[src/rtl/csvtok_pkg.sv]
// Package for the CSV byte tokenizer: payload types, parse modes, constants
// and the per-byte parse function. Depends on nothing.
`timescale 1ns / 1ps

package csvtok_pkg;

    localparam int unsigned MaxResults = 4;

    localparam logic [7:0] BYTE_CR = 8'h0D;
    localparam logic [7:0] BYTE_LF = 8'h0A;
    localparam logic [7:0] BOM_0   = 8'hEF;
    localparam logic [7:0] BOM_1   = 8'hBB;
    localparam logic [7:0] BOM_2   = 8'hBF;

    localparam logic       STRIP_BOM_RESET = 1'b1;
    localparam logic [7:0] SEPARATOR_RESET = 8'd44;
    localparam logic [7:0] QUOTE_RESET     = 8'd34;

    // Configuration register indexes.
    typedef enum logic [1:0] {
        CFG_STRIP_BOM = 2'd0,
        CFG_SEPARATOR = 2'd1,
        CFG_QUOTE     = 2'd2
    } cfg_index_t;

    // Parse mode of the current field.
    typedef enum logic [1:0] {
        MODE_UNQUOTED = 2'd0,
        MODE_QUOTED   = 2'd1,
        MODE_PENDING  = 2'd2
    } parse_mode_t;

    typedef struct packed {
        logic [7:0] byte_in;
        logic       end_of_input;
    } in_item_t;

    typedef struct packed {
        logic [7:0] data_byte;
        logic       byte_valid;
        logic       field_end;
        logic       row_end;
        logic       stream_end;
        logic       run_last;
    } out_item_t;

    // Parser state after one byte, plus the result that byte gave, if any.
    typedef struct packed {
        parse_mode_t mode;
        logic        nonempty;
        logic        res_valid;
        out_item_t   res;
    } step_t;

    function automatic logic [7:0] bom_byte(input logic [1:0] idx);
        logic [7:0] val;
        case (idx)
            2'd0: val = BOM_0;
            2'd1: val = BOM_1;
            2'd2: val = BOM_2;
            default: val = 8'h00;
        endcase
        return val;
    endfunction

    function automatic out_item_t data_res(input logic [7:0] b);
        out_item_t r;
        r = '0;
        r.data_byte  = b;
        r.byte_valid = 1'b1;
        return r;
    endfunction

    // Handles one byte of the stream against the current mode.
    function automatic step_t handle_byte(
        input parse_mode_t mode,
        input logic        nonempty,
        input logic [7:0]  b,
        input logic [7:0]  sep,
        input logic [7:0]  quote
    );
        step_t s;
        s           = '0;
        s.mode      = mode;
        s.nonempty  = nonempty;
        if (mode == MODE_PENDING && b == quote) begin
            // Doubled quote inside a quoted field gives one quote byte.
            s.res_valid = 1'b1;
            s.res       = data_res(b);
            s.nonempty  = 1'b1;
            s.mode      = MODE_QUOTED;
        end else if (mode == MODE_QUOTED) begin
            if (b == quote) begin
                s.mode = MODE_PENDING;
            end else begin
                s.res_valid = 1'b1;
                s.res       = data_res(b);
                s.nonempty  = 1'b1;
            end
        end else begin
            // Unquoted, or a pending quote that turned out to close the field.
            s.mode = MODE_UNQUOTED;
            if (b == quote) begin
                if (!nonempty) begin
                    s.mode = MODE_QUOTED;
                end else begin
                    s.res_valid = 1'b1;
                    s.res       = data_res(b);
                end
            end else if (b == sep) begin
                s.res_valid     = 1'b1;
                s.res.field_end = 1'b1;
                s.nonempty      = 1'b0;
            end else if (b == BYTE_CR) begin
                s.res_valid     = 1'b1;
                s.res.field_end = 1'b1;
                s.res.row_end   = 1'b1;
                s.nonempty      = 1'b0;
            end else if (b != BYTE_LF) begin
                s.res_valid = 1'b1;
                s.res       = data_res(b);
                s.nonempty  = 1'b1;
            end
        end
        return s;
    endfunction

endpackage

[src/rtl/csv_byte_tokenizer_unit.sv]
// CSV byte tokenizer (RFC 4180 style). Raw stream bytes enter on the s_ channel, one
// per transfer, and leave on the m_ channel as field bytes, field ends and row ends; each
// result carries run_last on the last result of its input byte and stream_end on the
// final result of a stream. A leading UTF-8 byte order mark is dropped when strip_bom is
// set; a partial mark is replayed as ordinary bytes. Bytes pass through an input register
// and are parsed in one short combinational pass into a four-entry result buffer, which
// drains one result per cycle while m_ready is high. A plain stream, whose bytes give
// zero or one result each, then runs at one byte per cycle; a byte that gives more
// results (at most four, at a broken byte order mark or at end of input) holds the
// input until the single output port has drained them one by one. The configuration port
// is written through cfg_wr_en, cfg_addr and cfg_wdata; index 0 is strip_bom, 1 the
// separator, 2 the quote byte. Write it only while the block is idle.
// Depends on csvtok_pkg.
`timescale 1ns / 1ps

module csv_byte_tokenizer_unit (
    input  logic                 aclk,
    input  logic                 aresetn,

    input  logic                 cfg_wr_en,
    input  logic [1:0]           cfg_addr,
    input  logic [7:0]           cfg_wdata,

    input  logic                 s_valid,
    output logic                 s_ready,
    input  csvtok_pkg::in_item_t s_data,

    output logic                  m_valid,
    input  logic                  m_ready,
    output csvtok_pkg::out_item_t m_data
);

    // Configuration registers.
    logic       strip_bom_reg;
    logic [7:0] separator_reg;
    logic [7:0] quote_reg;

    // Input register.
    logic                 in_valid_reg;
    csvtok_pkg::in_item_t in_item_reg;

    // Parser state.
    csvtok_pkg::parse_mode_t mode_reg, mode_next;
    logic                    nonempty_reg, nonempty_next;
    logic [1:0]              bom_reg, bom_next;

    // Result buffer: entries are loaded all at once and read out from head_reg.
    csvtok_pkg::out_item_t res_reg  [csvtok_pkg::MaxResults];
    csvtok_pkg::out_item_t res_next [csvtok_pkg::MaxResults];
    logic [1:0]            head_reg, head_next;
    logic [2:0]            cnt_reg, cnt_next;

    logic pop;
    logic advance;

    // Parse pass signals.
    logic              bom_match;
    logic [1:0]        replay;
    logic              do_cur;
    csvtok_pkg::step_t base, h0, st1, h1, st2, h2, st3;
    logic              slot_valid [csvtok_pkg::MaxResults];
    csvtok_pkg::out_item_t slot_res [csvtok_pkg::MaxResults];
    logic [2:0]        n_res;

    // The buffer can take the next item when it is empty or its last entry leaves now.
    assign pop     = m_valid && m_ready;
    assign advance = in_valid_reg && ((cnt_reg == 3'd0) || (cnt_reg == 3'd1 && m_ready));
    assign s_ready = !in_valid_reg || advance;

    assign m_valid = (cnt_reg != 3'd0);
    assign m_data  = res_reg[head_reg];

    always_ff @(posedge aclk) begin
        if (!aresetn) begin
            strip_bom_reg <= csvtok_pkg::STRIP_BOM_RESET;
            separator_reg <= csvtok_pkg::SEPARATOR_RESET;
            quote_reg     <= csvtok_pkg::QUOTE_RESET;
        end else if (cfg_wr_en) begin
            case (cfg_addr)
                csvtok_pkg::CFG_STRIP_BOM: strip_bom_reg <= cfg_wdata[0];
                csvtok_pkg::CFG_SEPARATOR: separator_reg <= cfg_wdata;
                csvtok_pkg::CFG_QUOTE:     quote_reg     <= cfg_wdata;
                default: ;
            endcase
        end
    end

    always_ff @(posedge aclk) begin
        if (!aresetn) begin
            in_valid_reg <= 1'b0;
        end else if (s_ready) begin
            in_valid_reg <= s_valid;
        end
    end

    always_ff @(posedge aclk) begin
        if (s_ready && s_valid) begin
            in_item_reg <= s_data;
        end
    end

    // Byte order mark handling decides which bytes go through the parser this pass:
    // up to two replayed mark bytes (always EF then BB), then the current byte.
    always_comb begin
        bom_match = (bom_reg != 2'd3) && strip_bom_reg
                    && (in_item_reg.byte_in == csvtok_pkg::bom_byte(bom_reg));
        replay   = 2'd0;
        do_cur   = 1'b1;
        bom_next = 2'd3;
        if (bom_reg != 2'd3) begin
            if (bom_match) begin
                do_cur   = 1'b0;
                bom_next = bom_reg + 2'd1;
                // A mark cut short by end of input is replayed, current byte included.
                if (in_item_reg.end_of_input && bom_reg != 2'd2) begin
                    replay = bom_reg + 2'd1;
                end
            end else begin
                replay = bom_reg;
            end
        end
    end

    // Three chained parse steps: replayed EF, replayed BB, current byte.
    always_comb begin
        base          = '0;
        base.mode     = mode_reg;
        base.nonempty = nonempty_reg;
        h0  = csvtok_pkg::handle_byte(base.mode, base.nonempty, csvtok_pkg::BOM_0,
                                      separator_reg, quote_reg);
        st1 = (replay != 2'd0) ? h0 : base;
        h1  = csvtok_pkg::handle_byte(st1.mode, st1.nonempty, csvtok_pkg::BOM_1,
                                      separator_reg, quote_reg);
        st2 = (replay == 2'd2) ? h1 : st1;
        h2  = csvtok_pkg::handle_byte(st2.mode, st2.nonempty, in_item_reg.byte_in,
                                      separator_reg, quote_reg);
        st3 = do_cur ? h2 : st2;

        slot_valid[0] = (replay != 2'd0) && h0.res_valid;
        slot_res[0]   = h0.res;
        slot_valid[1] = (replay == 2'd2) && h1.res_valid;
        slot_res[1]   = h1.res;
        slot_valid[2] = do_cur && h2.res_valid;
        slot_res[2]   = h2.res;
        // End of input closes a field that holds data.
        slot_valid[3]           = in_item_reg.end_of_input && st3.nonempty;
        slot_res[3]             = '0;
        slot_res[3].field_end   = 1'b1;
    end

    // Pack the results that exist into the front of the buffer and mark the last one.
    always_comb begin
        for (int i = 0; i < csvtok_pkg::MaxResults; i++) begin
            res_next[i] = '0;
        end
        n_res = 3'd0;
        for (int i = 0; i < csvtok_pkg::MaxResults; i++) begin
            if (slot_valid[i]) begin
                res_next[n_res[1:0]] = slot_res[i];
                n_res = n_res + 3'd1;
            end
        end
        // A stream end with nothing else to report still gives one empty result.
        if (in_item_reg.end_of_input && n_res == 3'd0) begin
            n_res = 3'd1;
        end
        for (int i = 0; i < csvtok_pkg::MaxResults; i++) begin
            if (3'(i) == n_res - 3'd1) begin
                res_next[i].run_last   = 1'b1;
                res_next[i].stream_end = in_item_reg.end_of_input;
            end
        end
    end

    // Parser state update: everything returns to stream start after end of input.
    always_comb begin
        mode_next     = mode_reg;
        nonempty_next = nonempty_reg;
        if (advance) begin
            if (in_item_reg.end_of_input) begin
                mode_next     = csvtok_pkg::MODE_UNQUOTED;
                nonempty_next = 1'b0;
            end else begin
                mode_next     = st3.mode;
                nonempty_next = st3.nonempty;
            end
        end
    end

    always_comb begin
        head_next = head_reg;
        cnt_next  = cnt_reg;
        if (advance) begin
            head_next = 2'd0;
            cnt_next  = n_res;
        end else if (pop) begin
            head_next = head_reg + 2'd1;
            cnt_next  = cnt_reg - 3'd1;
        end
    end

    always_ff @(posedge aclk) begin
        if (!aresetn) begin
            mode_reg     <= csvtok_pkg::MODE_UNQUOTED;
            nonempty_reg <= 1'b0;
            bom_reg      <= 2'd0;
            head_reg     <= 2'd0;
            cnt_reg      <= 3'd0;
        end else begin
            mode_reg     <= mode_next;
            nonempty_reg <= nonempty_next;
            head_reg     <= head_next;
            cnt_reg      <= cnt_next;
            if (advance) begin
                bom_reg <= in_item_reg.end_of_input ? 2'd0 : bom_next;
            end
        end
    end

    always_ff @(posedge aclk) begin
        if (advance) begin
            for (int i = 0; i < csvtok_pkg::MaxResults; i++) begin
                res_reg[i] <= res_next[i];
            end
        end
    end

endmodule

[config.mk]
export PLATFORM = sky130hd
export DESIGN_NAME = csv_byte_tokenizer_unit
export DESIGN_NICKNAME = d
export VERILOG_FILES = /design/src/rtl/csvtok_pkg.sv /design/src/rtl/csv_byte_tokenizer_unit.sv
export SDC_FILE = /design/constraint.sdc
export NUM_CORES = 1
export LEC_CHECK = 0
export BUFFER_PORTS_ARGS = -buffer_cell sky130_fd_sc_hd__buf_4
export CAP_MARGIN = 10
export CORE_MARGIN = 8
export CORE_UTILIZATION = 42
export DETAILED_ROUTE_END_ITERATION = 8
export GPL_ROUTABILITY_DRIVEN = 0
export HOLD_SLACK_MARGIN = 0.06
export PLACE_DENSITY = 0.57
export SLEW_MARGIN = 25
export SYNTH_ARGS = -nofsm -noshare
export SYNTH_HDL_FRONTEND = slang
export SYNTH_SLANG_ARGS = --single-unit
[constraint.sdc]
create_clock -name aclk -period 11.4 [get_ports aclk]
set_input_delay 0 -clock aclk [delete_from_list [all_inputs] [get_ports aclk]]
set_output_delay 0 -clock aclk [all_outputs]
set_load 0.05 [all_outputs]
Word level (Yosys, flattened, before mapping)
Memories as Yosys holds them, arrays and structs flattened. A register that Yosys moved wholly into a read port is not among the register bits.
Index checks and enable logic that the tools add are counted.

storage, ports and cells
  flip-flop bits (word level) = 37
  memory bits (writable) = 52
  word-level logic and storage cells = 174
  output and inout port bits = 15
  input bits = 24
  memories = 1

memory list
  name     depth  width  rd ports  clocked after memory_dff  write ports  RTL line                       source
  res_reg  4      13     1         1                         4            csv_byte_tokenizer_unit.sv:48  csvtok_pkg::out_item_t res_reg [csvtok_pkg::MaxResults];

cells by class
  $lt $le $gt $ge = 6
  reduce and logical (&&, ||, !) cells = 33
  bitwise operators = 7
  mux-type cells = 83
  add/sub/neg operators = 7
  equal/unequal tests = 26

operator list
  operator                                                    count
  2-to-1 mux 52 bit                                           3
  2-to-1 mux 17 bit                                           9
  bitwise mux 52 bit                                          2
  2-to-1 mux 14 bit                                           6
  demux 13 bit (select 2 bit)                                 3
  2-to-1 mux 15 bit                                           4
  2-to-1 mux 13 bit                                           4
  2-to-1 mux 2 bit                                            25
  bitwise AND 48 bit                                          1
  inverter 48 bit                                             1
  2-to-1 mux 9 bit                                            4
  == test 8 bit, first input constant                         4
  == test 8 bit                                               3
  case mux 8 bit (3 select lines)                             1
  2-to-1 mux 3 bit                                            7
  logical AND 1 bit                                           18
  2-to-1 mux 1 bit                                            15
  == test 2 bit, second input constant                        6
  == test 2 x 1 -> 1 bit, second input constant               5
  adder 3 x 1 -> 3 bit, second input constant                 3
  >= comparator 3 bit, second input constant                  3
  zero test 3 bit                                             3
  less-than comparator 3 x 1 -> 1 bit, second input constant  3
  inverter 2 -> 3 bit                                         3
  other kinds (17)                                            26

Depth between registers and ports, before layout
Gate-level depths: netlist of run 1.

  word-level depth = 30
  mapped depth = 20
  depth with buffers taken out = 19

Worst setup path after synthesis of run 1
No wires, ideal clock.

  path type = reg2reg
  start point = register bom_reg[0]
  end point = memory res_reg[3][1] in the netlist's numbering (data pin)
  setup time = 132 ps
  path buffers = 1
  slack = 6723 ps
  arrival time = 4545 ps
  clock period less this slack = 4677 ps
  required time = 11268 ps
  stages on the path, launching flop included = 21
  cells stage by stage = dfxtp_1 inv_1 ha_1 xor2_1 or4_1 buf_2 nor3_2 o21bai_2 nand2_1 nor2_1 o31ai_1 inv_1 ha_1 inv_1 nand4_1 nand3_1 ha_1 o2111ai_2 xnor2_2 nor3b_2 and2_1

RTL lines
  element                   RTL line                        source
  start: declaration        csv_byte_tokenizer_unit.sv:45   logic [1:0] bom_reg, bom_next;
  start signal: assignment  csv_byte_tokenizer_unit.sv:215  bom_reg <= in_item_reg.end_of_input ? 2'd0 : bom_next;
  end: declaration          csv_byte_tokenizer_unit.sv:48

==> reports/results.ini, run 1 <==
[outcome]
status = finished clean

[timing]
finalMaxSlewViolations = 0
fmax_mhz = 182
worstMarginPinSlew_ns = 0.884
hold_viol = 0
post-route-period-util_pct = 48.3
clock_skew_ns = 0.0118
rsz0062_at_grt = no
slew_headroom_pct = 41.0
tns_ns = 0
finalSetupViolCount = 0
min_period_ns = 5.50

[grt]
grt_max_degree = 53
grt_pass1_vias = 4015
grt_overflow_total = 0
grt_pass1_wl_um = 21300
gr-usage-all-layers_pct = 16.6
antenna_found_initial = 0

[route]
wl_um = 13000
drt-initial-drc-count = 263
dr_wl_met3_um = 577
drc = 0
drt-met1-wl_um = 5990
via_per_inst = 5.57
wl_met2_um = 6130
num_vias = 4064
top_layer_used = met4
routedWlPerCell_um = 17.8
ant_nets = 0
firstDrtPassIters = 5

[critical_path]
reg2reg_slack_ns = 5.90
path_class = reg -> reg
reg2reg_to = res_reg[3][1]$_SDFFCE_PP0P_
startpoint = bom_reg[0]$_SDFFE_PN0P_
start_kind = register
cp.required_ns = 11.62
reg2regPathDepth = 19
worstPathCellList = inv_1 > ha_1 > xor2_1 > nor4_2 > nand2_1 > a211o_2 > nand2_1 > nor2_1 > o31ai_1 > inv_1 > ha_1 > inv_1 > nand4_1 > nand3_1 > ha_1 > o2111ai_2 > xnor2_2 > nor3b_2 > and2_1
cp.depth = 19
endpoint = res_reg[3][1]$_SDFFCE_PP0P_
worstReg2RegStart = bom_reg[0]$_SDFFE_PN0P_
crit_buf_inv = 3
worstPathArrival_ns = 5.72
path_max_fanout = 13
cp-end-kind = register
slowest_delay_ns = 0.63
slowest_stage = o31ai_1
crit_family = simple AND/OR/NAND/NOR gates

[synth]
syn_avg_cell_area_um2 = 10.4
async_flop_share_pct = 0
seq_area_frac_synth_pct = 46.5
yosysWarnings = 0
yosysMostFrequentCell = nor2_1
netlist_instances = 501
syn_nets = 537
synth.distinct_cells = 75
synth_edf_count = 61
ys_top_cells_by_area = edfxtp_1 35%, dfxtp_1 11%, mux4_2 5.6%
yosys.area.top_type_share_pct = 35.0
synth-seq-cells = 91
synth.cell_area_um2 = 5240
synth_ff_type = edfxtp_1
yosys-top-cells-count = 62 x nor2_1, 61 x edfxtp_1, 45 x nand2_1
synth_largest_area_cell = edfxtp_1

[floorplan]
die_w_um = 128
boundaryPins = 39
rows = 40
start_util_pct = 43.2
fp.dieH_um = 128
core_um2 = 12100
die_area_um2 = 16300

[cts]
clk_latency_ns = 0.35
cts_tree = built
cts.htree.levels = 3
root_buffer = clkbuf_16
clockBufferDepth = 2
post_cts_buffers = 0
cts_buffers = 9
cts.sinks = 91
path_clk_slew_ns = 0.06
post_cts_resized = 0

[finish]
largest_register_ff_count = 52
final_layout_size_suffix_gt1_share_pct = 16.8
fin_area_um2 = 6210
area_growth_pct = 18.6
fillers = 1131
insertedDiodeCount = 0
nNetsFinal = 592

[run]
maxCapViolations = 0

[hold_path]
hold_path_class = in -> reg

[pwr]
cellLeakagePower_uw = 0.00230
power_density_nw_per_um2 = 204
peakVddDrop_uv = 105

[place]
portBuffers = 38
post_dp_cell_area_um2 = 5670
dp_hpwl_um = 9650

-- per-layer routing --
metal	global-route usage, %	up-vias
li1	-	1970
met5	0	-
met4	6.99	0
met3	3.37	19
met2	26.6	127
met1	21.3	1948
-- worst min-delay path by stage --
| stage | start | endpoint | depth (start not counted) |
|---|---|---|---|
| 2_1_floorplan | s_data[0] | in_item_reg[0]$_DFFE_PP_ | 0 |
| 3_3_place_gp | s_data[5] | in_item_reg[5]$_DFFE_PP_ | 1 |
| 3_5_place_dp | s_data[5] | in_item_reg[5]$_DFFE_PP_ | 1 |
| 4_1_cts | m_ready | cnt_reg[2]$_SDFFE_PN0P_ | 5 |
| 5_1_grt | m_ready | cnt_reg[2]$_SDFFE_PN0P_ | 5 |
| 6_report | m_ready | cnt_reg[2]$_SDFFE_PN0P_ | 5 |
-- worst reg2reg max path, cell delays in order, from the launching register on --
cell       delay (ns)
dfxtp_1          0.45
inv_1            0.12
ha_1             0.37
xor2_1           0.19
nor4_2           0.40
nand2_1          0.39
a211o_2          0.46
nand2_1          0.19
nor2_1           0.07
o31ai_1          0.63
inv_1            0.10
ha_1             0.35
inv_1            0.11
nand4_1          0.08
nand3_1          0.24
ha_1             0.20
o2111ai_2        0.19
xnor2_2          0.43
nor3b_2          0.25
and2_1           0.14
-- cell usage in the layout (no fill, tap or decap), types with 3 or more instances in the layout --
master / synthesis / layout
o21a_1: 7 / 7
a221oi_1: 3 / 3
xnor2_1: 19 / 19
or2_2: 3 / 3
mux2i_1: 18 / 18
a211oi_1: 5 / 5
nand2b_1: 5 / 5
buf_4: 0 / 39
o21ai_1: 3 / 3
nor3_1: 13 / 13
ha_1: 12 / 12
a211o_1: 3 / 3
nand4_1: 10 / 10
nor3b_1: 3 / 3
nand2_1: 45 / 45
and2_1: 6 / 6
o31ai_1: 4 / 4
dlygate4sd3_1: 0 / 23
nor2b_1: 21 / 21
mux4_2: 13 / 13
a21o_1: 3 / 3
nor3_2: 3 / 3
a31oi_1: 3 / 3
dfxtp_1: 30 / 29
nand3b_1: 7 / 7
nor2_1: 62 / 62
and4_1: 4 / 4
a21oi_1: 24 / 24
clkbuf_16: 0 / 9
xor2_1: 3 / 3
inv_1: 16 / 15
nand3_1: 8 / 8
edfxtp_1: 61 / 61
o21ai_0: 19 / 19
-- cell type report --
class	instances	area, um2	area share [%]
Tap cell	168	210	3.39
Clock buffer	13	260	4.19
Inverter	16	61.3	0.988
Timing Repair Buffer	62	523	8.42
Multi-Input combinational cell	376	2670	43.0
Sequential cell	91	2430	39.2
Clock inverter	3	47.5	0.766
-- kinds of logic after synthesis --
family / count (synthesis) / synth area share, %
AOI/OAI and AO/OA: 104 / 14.4
adders and majority gates: 12 / 2.87
muxes: 32 / 9.32
xor gates and xnor gates: 23 / 3.99
buffers and inverters: 34 / 2.49
DFF: 91 / 46.5
and+or+nand+nor: 205 / 20.4
-- per-stage QoR --
| stage | total power [uW] | utilization, % | instances | setup WS [ns] | hold slack [ns] |
|---|---|---|---|---|---|
| 2_1_floorplan | 835 | - | 501 | 6.72 | 0.0989 |
| 3_3_place_gp | 960 | 46.8 | 690 | 6.17 | 0.179 |
| 4_1_cts | 1280 | 51.2 | 729 | 5.93 | 0.142 |
| 5_1_grt | 1340 | 51.3 | 729 | 5.34 | 0.161 |
| 6_report | 1270 | 51.3 | 729 | 5.90 | 0.141 |
| 3_5_place_dp | 967 | 46.8 | 690 | 5.93 | 0.180 |
-- repair_timing --
| action | 4_1_cts | 5_1_grt |
|---|---|---|
| hold endpoints to repair | 34 | 0 |
| hold buffers | 23 | 0 |
| endpoints found under the setup margin | 0 | 0 |
-- report_power, final --
part	switching, uW	internal [uW]
logic	305	175
registers	43.9	437
clock network	125	183
Note: power is estimated with default switching activity, not from simulation.
==> run 2: changes to the inputs <==
- PLACE_DENSITY: 0.57 -> 0.59
- clock period: 11.4 -> 5.01 ns (I/O delays scaled with it)
==> run 2 against run 1 <==
  * Global-route usage increased by 0.18 points
  * Clock skew decreased by 0.0066 ns
  * Die area unchanged
  * Critical path type unchanged
  * Critical endpoint unchanged
  * Largest power group is now combinational logic
  * Highest routed layer unchanged
==> reports/results.ini, run 2 (synthesis gave the netlist of run 1 again) <==
[cts]
cts.htree.levels = 3
path_clk_slew_ns = 0.07
cts_tree = built
clockBufferDepth = 2
clk_latency_ns = 0.35
root_buffer = clkbuf_16
cts_buffers = 9
cts.sinks = 91

[pwr]
peakVddDrop_uv = 196
power_density_nw_per_um2 = 466
cellLeakagePower_uw = 0.00236

[place]
post_dp_cell_area_um2 = 5740
dp_hpwl_um = 9790
place_ws_ns = 0.197
portBuffers = 38

[route]
drc = 0
via_per_inst = 5.55
firstDrtPassIters = 5
drt-initial-drc-count = 291
num_vias = 4106
wl_um = 13100
routedWlPerCell_um = 17.8
ant_nets = 0

[grt]
antenna_found_initial = 0
grt_util_met1_pct = 19.8
grt_max_degree = 53
grt_pass1_vias = 4135
met2_usage_pct = 28.2
grt_pass1_wl_um = 21400
grt-busiest-layer = met2
gr-usage-all-layers_pct = 16.8
grt_overflow_total = 0
grt_use_met3_pct = 3.66

[timing]
setup_ws_ns = 0.398
slew_headroom_pct = 41.8
hold_viol = 0
worstMarginPinSlew_ns = 0.872
fmax_mhz = 217
min_period_ns = 4.61
holdWs_ns = 0.139
post-route-period-util_pct = 92.1
clock_skew_ns = 0.00525
finalMaxSlewViolations = 0
finalSetupViolCount = 0
tns_ns = 0
rsz0062_at_grt = no

[critical_path]
crit_buf_inv = 3
cp-end-kind = register
slowest_stage = or4_4
cp.required_ns = 5.12
crit_family = simple AND/OR/NAND/NOR gates
start_kind = register
slowest_delay_ns = 0.55
worstPathCellList = inv_1 > ha_1 > xor2_1 > or4_4 > nor3_2 > o21bai_2 > nand2_1 > nor2_1 > o31ai_1 > inv_1 > ha_1 > inv_1 > nand4_1 > nand3_1 > ha_1 > o2111ai_2 > xnor2_4 > nor3b_2 > and2_1
worstPathArrival_ns = 4.72
path_class = reg -> reg
path_max_fanout = 8

[finish]
largest_register_ff_count = 52
nNetsFinal = 603
insertedDiodeCount = 0
fin_area_um2 = 6330
final_common_cell = nor2_1
area_growth_pct = 20.9
utilization_pct = 52.3
final_cell_mix = 62 x nor2_1, 61 x edfxtp_1, 49 x buf_4
final_layout_size_suffix_gt1_share_pct = 18.7
fillers = 1089

[run]
maxCapViolations = 0

[floorplan]
boundaryPins = 39
die_area_um2 = 16300
die_w_um = 128
core_um2 = 12100
start_util_pct = 43.2
fp.dieH_um = 128
rows = 40

[outcome]
status = finished clean

[hold_path]
hold_path_class = in -> reg

-- run 2: layout make-up --
class / count / area, um2 / area share (%)
tap: 168 / 210 / 3.32
clock inverter: 7 / 104 / 1.64
inverter: 16 / 61.3 / 0.969
timing repair buffer: 73 / 608 / 9.61
multi-input combinational: 376 / 2690 / 42.5
sequential: 91 / 2430 / 38.4
clock buffer: 9 / 225 / 3.56
-- run 2: what timing repair did --
item | in CTS | in global routing
hold endpoints to repair | 35 | 0
gates resized for setup | 0 | 3
endpoints found under the setup margin | 0 | 15
hold buffers | 24 | 0
buffers inserted | 0 | 1
-- run 2: worst paths after layout --
kind,cells after the start,startpoint,slack (ns),endpoint
worst max-delay path,19,bom_reg[0]$_SDFFE_PN0P_,0.40,res_reg[3][1]$_SDFFCE_PP0P_
worst min-delay path,5,m_ready,0.14,cnt_reg[2]$_SDFFE_PN0P_
worst max register to register,19,bom_reg[0]$_SDFFE_PN0P_,0.40,res_reg[3][1]$_SDFFCE_PP0P_
worst min register to register,2,head_reg[0]$_SDFFE_PP0P_,0.55,head_reg[0]$_SDFFE_PP0P_
-- run 2: worst reg2reg max path, cell delays in order (launching register included) --
cell and delay (ns):
dfxtp_2 0.39, inv_1 0.09, ha_1 0.35, xor2_1 0.20, or4_4 0.55, nor3_2 0.28
o21bai_2 0.18, nand2_1 0.19, nor2_1 0.07, o31ai_1 0.32, inv_1 0.09, ha_1 0.33
inv_1 0.11, nand4_1 0.08, nand3_1 0.16, ha_1 0.18, o2111ai_2 0.23, xnor2_4 0.22
nor3b_2 0.18, and2_1 0.16
-- run 2: report_power, final --
part | internal [uW] | switching [uW]
clock | 441 | 295
sequential | 993 | 94.0
combinational | 416 | 710
-- run 2: metal layers --
layer	vias to the layer above	wire, um
li1	1991	-
met5	-	0
met2	136	6370
met4	0	349
met1	1955	5720
met3	24	711
-- run 2: metrics by stage --
stage | total power (uW) | instances
detailed placement | 2210 | 699
floorplan | 1900 | 501
global route | 3110 | 740
global placement | 2200 | 699
CTS | 2970 | 739
finish | 2950 | 740
